[src/rtl/shix_pkg.sv]
// ----------------------------------------------------------------------------
// shix_pkg
// Shared types and constants for the sorted hash index table: command and
// status codes, transaction payloads and the cell-to-cell link types.
// ----------------------------------------------------------------------------
package shix_pkg;

  // Default number of table positions.
  localparam int TABLE_DEPTH_DEF = 64;

  // Field widths fixed by the transaction format.
  localparam int CMD_W    = 3;
  localparam int BYTE_W   = 8;
  localparam int ENTRY_W  = 16;
  localparam int POS_W    = 6;
  localparam int HASH_W   = 16;
  localparam int STATUS_W = 2;

  // Command codes.
  localparam logic [CMD_W-1:0] CMD_KEY_BYTE   = 3'd0;
  localparam logic [CMD_W-1:0] CMD_INSERT     = 3'd1;
  localparam logic [CMD_W-1:0] CMD_FIND_FIRST = 3'd2;
  localparam logic [CMD_W-1:0] CMD_FIND_NEXT  = 3'd3;
  localparam logic [CMD_W-1:0] CMD_CLEAR      = 3'd4;

  // Status codes.
  localparam logic [STATUS_W-1:0] STATUS_OK        = 2'd0;
  localparam logic [STATUS_W-1:0] STATUS_NOT_FOUND = 2'd1;
  localparam logic [STATUS_W-1:0] STATUS_FULL      = 2'd2;

  // Input transaction payload.
  typedef struct packed {
    logic [CMD_W-1:0]   cmd;
    logic [BYTE_W-1:0]  key_byte;
    logic [ENTRY_W-1:0] entry_number;
    logic [POS_W-1:0]   start_position;
  } item_t;

  // Result transaction payload.
  typedef struct packed {
    logic [STATUS_W-1:0] status;
    logic [POS_W-1:0]    position;
    logic [ENTRY_W-1:0]  matched_entry;
    logic [HASH_W-1:0]   key_hash;
  } result_t;

  // Broadcast control from the sequencer to every cell.
  typedef struct packed {
    logic               cmp_en;
    logic               ins_en;
    logic [HASH_W-1:0]  key_hash;
    logic [ENTRY_W-1:0] entry_number;
    logic [POS_W-1:0]   start_position;
  } cell_ctl_t;

  // What a cell hands to its right-hand neighbor.
  typedef struct packed {
    logic               le;
    logic               lt;
    logic [HASH_W-1:0]  hash;
    logic [ENTRY_W-1:0] entry;
  } cell_link_t;

  // Per-cell status read back by the sequencer.
  typedef struct packed {
    logic ins_here;
    logic hit_first;
    logic hit_next;
  } cell_stat_t;

endpackage

[src/rtl/shix_cell.sv]
// ----------------------------------------------------------------------------
// shix_cell
// One table position: holds a hash and entry number, compares the hash with
// the key hash, and on insert keeps its value, takes the new pair, or takes its
// left neighbor's pair so that the row stays sorted.
// ----------------------------------------------------------------------------
module shix_cell #(
  parameter int TABLE_DEPTH = shix_pkg::TABLE_DEPTH_DEF,
  parameter int INDEX       = 0
) (
  input  logic                               clk,
  input  shix_pkg::cell_ctl_t                ctl,
  input  logic [$clog2(TABLE_DEPTH+1)-1:0]   count,
  input  shix_pkg::cell_link_t               left,
  output shix_pkg::cell_link_t               link,
  output shix_pkg::cell_stat_t               stat
);
  import shix_pkg::*;

  localparam int CW = $clog2(TABLE_DEPTH + 1);
  localparam int SW = (CW > POS_W + 1) ? CW : POS_W + 1;

  logic [HASH_W-1:0]  hash;
  logic [ENTRY_W-1:0] entry;
  logic               le;
  logic               lt;
  logic               sel;
  logic               occupied;
  logic               eq;

  // A position holds a live pair when it lies below the entry count.
  assign occupied = (CW'(INDEX) < count);
  assign eq       = le & ~lt;

  // Compare flags, taken in the cycle the command is accepted.
  always_ff @(posedge clk) begin
    if (ctl.cmp_en) begin
      lt  <= occupied && (hash < ctl.key_hash);
      le  <= occupied && (hash <= ctl.key_hash);
      sel <= ((SW'(ctl.start_position) + SW'(1)) == SW'(INDEX));
    end
  end

  // Sorted insert: keep, take the new pair, or shift in from the left.
  always_ff @(posedge clk) begin
    if (ctl.ins_en && !le) begin
      if (left.le) begin
        hash  <= ctl.key_hash;
        entry <= ctl.entry_number;
      end else begin
        hash  <= left.hash;
        entry <= left.entry;
      end
    end
  end

  assign link.le    = le;
  assign link.lt    = lt;
  assign link.hash  = hash;
  assign link.entry = entry;

  // The boundaries of the sorted prefix masks mark the insert point and the
  // first equal hash; a find-next hit needs an equal hash one past the start.
  assign stat.ins_here  = left.le & ~le;
  assign stat.hit_first = left.lt & ~lt & eq;
  assign stat.hit_next  = sel & eq;

endmodule

[config.mk]
export PLATFORM = sky130hd
export DESIGN_NAME = shix_cell
export DESIGN_NICKNAME = d
export VERILOG_FILES = /design/src/rtl/shix_pkg.sv /design/src/rtl/shix_cell.sv
export SDC_FILE = /design/constraint.sdc
export NUM_CORES = 1
export LEC_CHECK = 0
export CAP_MARGIN = 30
export CORE_ASPECT_RATIO = 1.75
export CORE_MARGIN = 2
export CORE_UTILIZATION = 50
export DETAILED_ROUTE_END_ITERATION = 6
export DONT_BUFFER_PORTS = 1
export PLACE_DENSITY = 0.76
export REMOVE_ABC_BUFFERS = 1
export SETUP_SLACK_MARGIN = 0.05
export SYNTH_ARGS = -nofsm -noshare
export SYNTH_HDL_FRONTEND = slang
export SYNTH_SLANG_ARGS = --single-unit
export TNS_END_PERCENT = 1
[constraint.sdc]
create_clock -name clk -period 2.7 [get_ports clk]
set_input_delay 0.405 -clock clk [delete_from_list [all_inputs] [get_ports clk]]
set_output_delay 0.405 -clock clk [all_outputs]
set_load 0.02 [all_outputs]
After elaboration in Yosys (flattened, before gate mapping):

Index checks and enable logic that the tools add are counted.

* flip-flop bits (word level): 35
* output and inout port bits: 37

* add/sub/neg operators: 1
* $lt $le $gt $ge: 3
* muxes and demuxes: 2
* bitwise logic cells: 7
* reductions and logical operators: 5

Operators by type and width (count)
* 16-bit 2-to-1 mux: 2
* 16-bit <= comparator: 1
* 16-bit less-than comparator: 1
* 6-bit by 1-bit adder with 7-bit output (second input constant): 1
* 7-bit logical NOT: 1
* 1-bit by 7-bit less-than comparator with 1-bit output (first input constant): 1
* 1-bit AND: 5
* 1-bit logical AND: 3
* 1-bit inverter: 2
* 1-bit logical NOT: 1

Depth between registers and ports, before layout:

* depth after elaboration: 3
* depth in mapped cells: 6

Least setup slack after synthesis:

OpenSTA, ideal clock, no wires.

* path kind: reg2reg
* from: register le
* to: register entry[0] (enable)
* setup time: 0.425 ns
* arrival time: 1.879 ns
* setup slack: 0.397 ns
* cell stages (with the launch flop): 2
* buffers on the path: 0
* clock period less this slack: 2.303 ns
* cell sequence: edfxtp_1 > nor2b_1

* word-level cells in the longest chain between the ends: 2

RTL lines
* from (decl): RTL line shix_cell.sv:25 `logic le;`
* from (signal assigned): RTL line shix_cell.sv:39 `le <= occupied && (hash <= ctl.key_hash);`
* 1-bit logical NOT: RTL line shix_cell.sv:46 `if (ctl.ins_en && !le) begin`
* 1-bit logical AND: RTL line shix_cell.sv:46
* to (signal assigned): RTL line shix_cell.sv:49 `entry <= ctl.entry_number;`
* to (signal assigned): RTL line shix_cell.sv:52 `entry <= left.entry;`
* to (decl): RTL line shix_cell.sv:24 `logic [ENTRY_W-1:0] entry;`

No other way between the ends.
A chain may end at the register's enable or synchronous reset.

Final worst setup path:

* from: register hash[15]
* to: register le (data pin)

* word-level cells in the longest chain between the ends: 2

RTL lines
* from (decl): RTL line shix_cell.sv:23 `logic [HASH_W-1:0] hash;`
* from (signal assigned): RTL line shix_cell.sv:48 `hash <= ctl.key_hash;`
* from (signal assigned): RTL line shix_cell.sv:51 `hash <= left.hash;`
* 16-bit <= comparator: RTL line shix_cell.sv:39
* 1-bit logical AND: RTL line shix_cell.sv:39

No other way between the ends.

==> reports/results.ini <==
[logic_synthesis]
synth-seq-cells=35
post_synth_main_area_contributors=edfxtp_1, mux2_2, ha_1
netlist_instances=138
ys_async_sr_fraction=0
yosysWarningCount=0
syn_area_sq_um=1940
synth_common_cells=edfxtp_1, mux2_2, ha_1, inv_1, a21oi_1
synth_area_per_cell_sq_um=14.0
ys.flop_type=edfxtp_1
yosysTopAreaCell=edfxtp_1
seq_area_frac_synth=0.542
synth-edff-count=35
ys_types=25
synth_top_cell_area_share=0.542
synth.most_common_cell=edfxtp_1

[timing]
finalCritPeriodShare=0.722
hold_ws_ps=235
drv_slew=0
worst_pin_slew_ps=880
fmax_mhz=513
setup_viol_count_final=0
slew_headroom=0.412
hold_violations=0
fin_crit_ps=1950
skew_ps=4.55
grt_setup_unrepaired=no
fin_tns_setup_ps=0

[critical_path]
reg2regPathDepth=5
reg2reg_slack_ps=750
worstReg2RegStart=hash[15]
crit_path_end_kind=flip-flop
cp-start-kind=flip-flop
cp.arrival_ps=1980
worstPathMaxFanout=3
crit_type=flip-flop to flip-flop
worstReg2RegEnd=le
cp.required_ps=2730

[cells_and_area]
drive_gt1_frac=0.309
area_growth_pct=5.68
nFillCells=334
diodes=0
utilization=0.540
final_nets=237

[detailed_routing]
wire_per_inst_um=18.5
drtPass1Iterations=2
route.met3.wl_um=327
via_per_inst=5.73
drtIter0Drc=4
vias=1072
ant_nets=0
top_layer_used=met4
met2_length_um=2000
drc_errors=0
wl_um=3460
met1Wirelength_um=1070

[grt]
grt_pass1_vias=1137
grt_overflow_total=0
track_usage=0.160
grt_pass1_wl_um=5090
antenna_found_initial=0
grt_max_degree=34

[power_and_ir_drop]
clockPowerShare=0.292
switchingPower_uw=283
internal_power_uw=880
seqPwrFrac=0.600
power_leakage_nw=0.789
p_sw_frac=0.243
peakVddDrop_v=0.000388
powerDensity_nw_per_um2=568
combPwrFrac=0.108

[cts]
post_cts.repair.setup_buffers=0
cts_resized=0
ctsLongestPathBuffers=2
clkSinkCount=35
cts_tree=yes
clock_latency_ps=280
cts_hold_buf=0
cts-root-buf=clkbuf_8
clkTransAtPathRegs_ps=60
numCtsBuffers=5
htreeDepth=2

[floorplanning]
die_h_um=86.4
core_area_sq_um=3790
dieArea_sq_um=4410
die_w_um=51.1
initial_core_util=0.511
io_pins=119
num_rows=30

[worst_hold_path]
hold_path_class=input port to flip-flop
min_path_cells=0
hold_start=ctl[39]
min_to=sel

[placement]
dp_hpwl_um=2710
numPortBuffers=0
gp_congestion=0.685

[flow_run]
cap_violations=0

[outcome]
status=completed

critical path: stages, from the launching register on:
cell      delay, ps
edfxtp_1        520
ha_1            390
nand4_2         150
nor4_2          320
a21boi_2        220
o31ai_1          90
routing by layer:
layer  GRT usage  vias to the layer above
met1       0.145                      487
li1            -                      510
met3      0.0603                        8
met4      0.0885                        0
met2       0.292                       67
met5           0                        -
cell families after synthesis:
| group | share of synthesized area |
|---|---|
| flops | 0.542 |
| mux | 0.186 |
| buf+inv | 0.0491 |
| simple gates | 0.0723 |
| fa+ha+maj | 0.103 |
| compound gates | 0.0452 |
| other cells | 0.00193 |
worst max path at each step:
stage              from        to  slack (ps)  cells past startpoint
3_3_place_gp   hash[15]        le         790                      5
4_1_cts        hash[15]        le         750                      5
2_1_floorplan        le  entry[0]         280                      1
5_1_grt        hash[15]        lt         610                      5
6_report       hash[15]        le         750                      5
3_5_place_dp   hash[15]        le         780                      5
metrics by stage:
step / cells / setup slack (ps) / power, mW / instance area, sq um
2_1_floorplan: 132 / 279 / 0.809 / 1900
3_5_place_dp: 180 / 777 / 0.838 / 1970
3_3_place_gp: 180 / 787 / 0.829 / 1970
5_1_grt: 187 / 611 / 1.22 / 2050
4_1_cts: 187 / 750 / 1.18 / 2050
6_report: 187 / 750 / 1.16 / 2050
sequential cells by signal (all words and copies together) (netlist names):
| signal | count |
|---|---|
| entry | 16 |
| sel | 1 |
| le | 1 |
| hash | 16 |
| lt | 1 |
power by group through the flow:
stage	Combinational (mW)	Clock [mW]	Sequential [mW]
detailed placement	0.128	0	0.710
floorplan	0.106	0	0.703
CTS	0.129	0.353	0.698
global route	0.142	0.376	0.700
global placement	0.121	0	0.708
finish	0.126	0.340	0.697
cell type report:
type	instances	area, sq um	area share
sequential	35	1050	0.513
multi-input combinational	81	800	0.390
clock buffer	5	68.8	0.0336
inverter	16	60.1	0.0293
tap	48	60.1	0.0293
clock inverter	2	8.76	0.00428
cell usage in the layout, fill, tap and decap left out, types with 2 or more instances in the layout:
cell and count:
edfxtp_1 35, mux2_2 32, inv_1 16, ha_1 16, a21oi_1 6, clkbuf_8 5, nand3_1 3, nand2_1 3
nor2b_1 2, and3b_1 2, a21o_1 2, nor3_1 2
No activity file was read; power rests on OpenSTA's default activity.
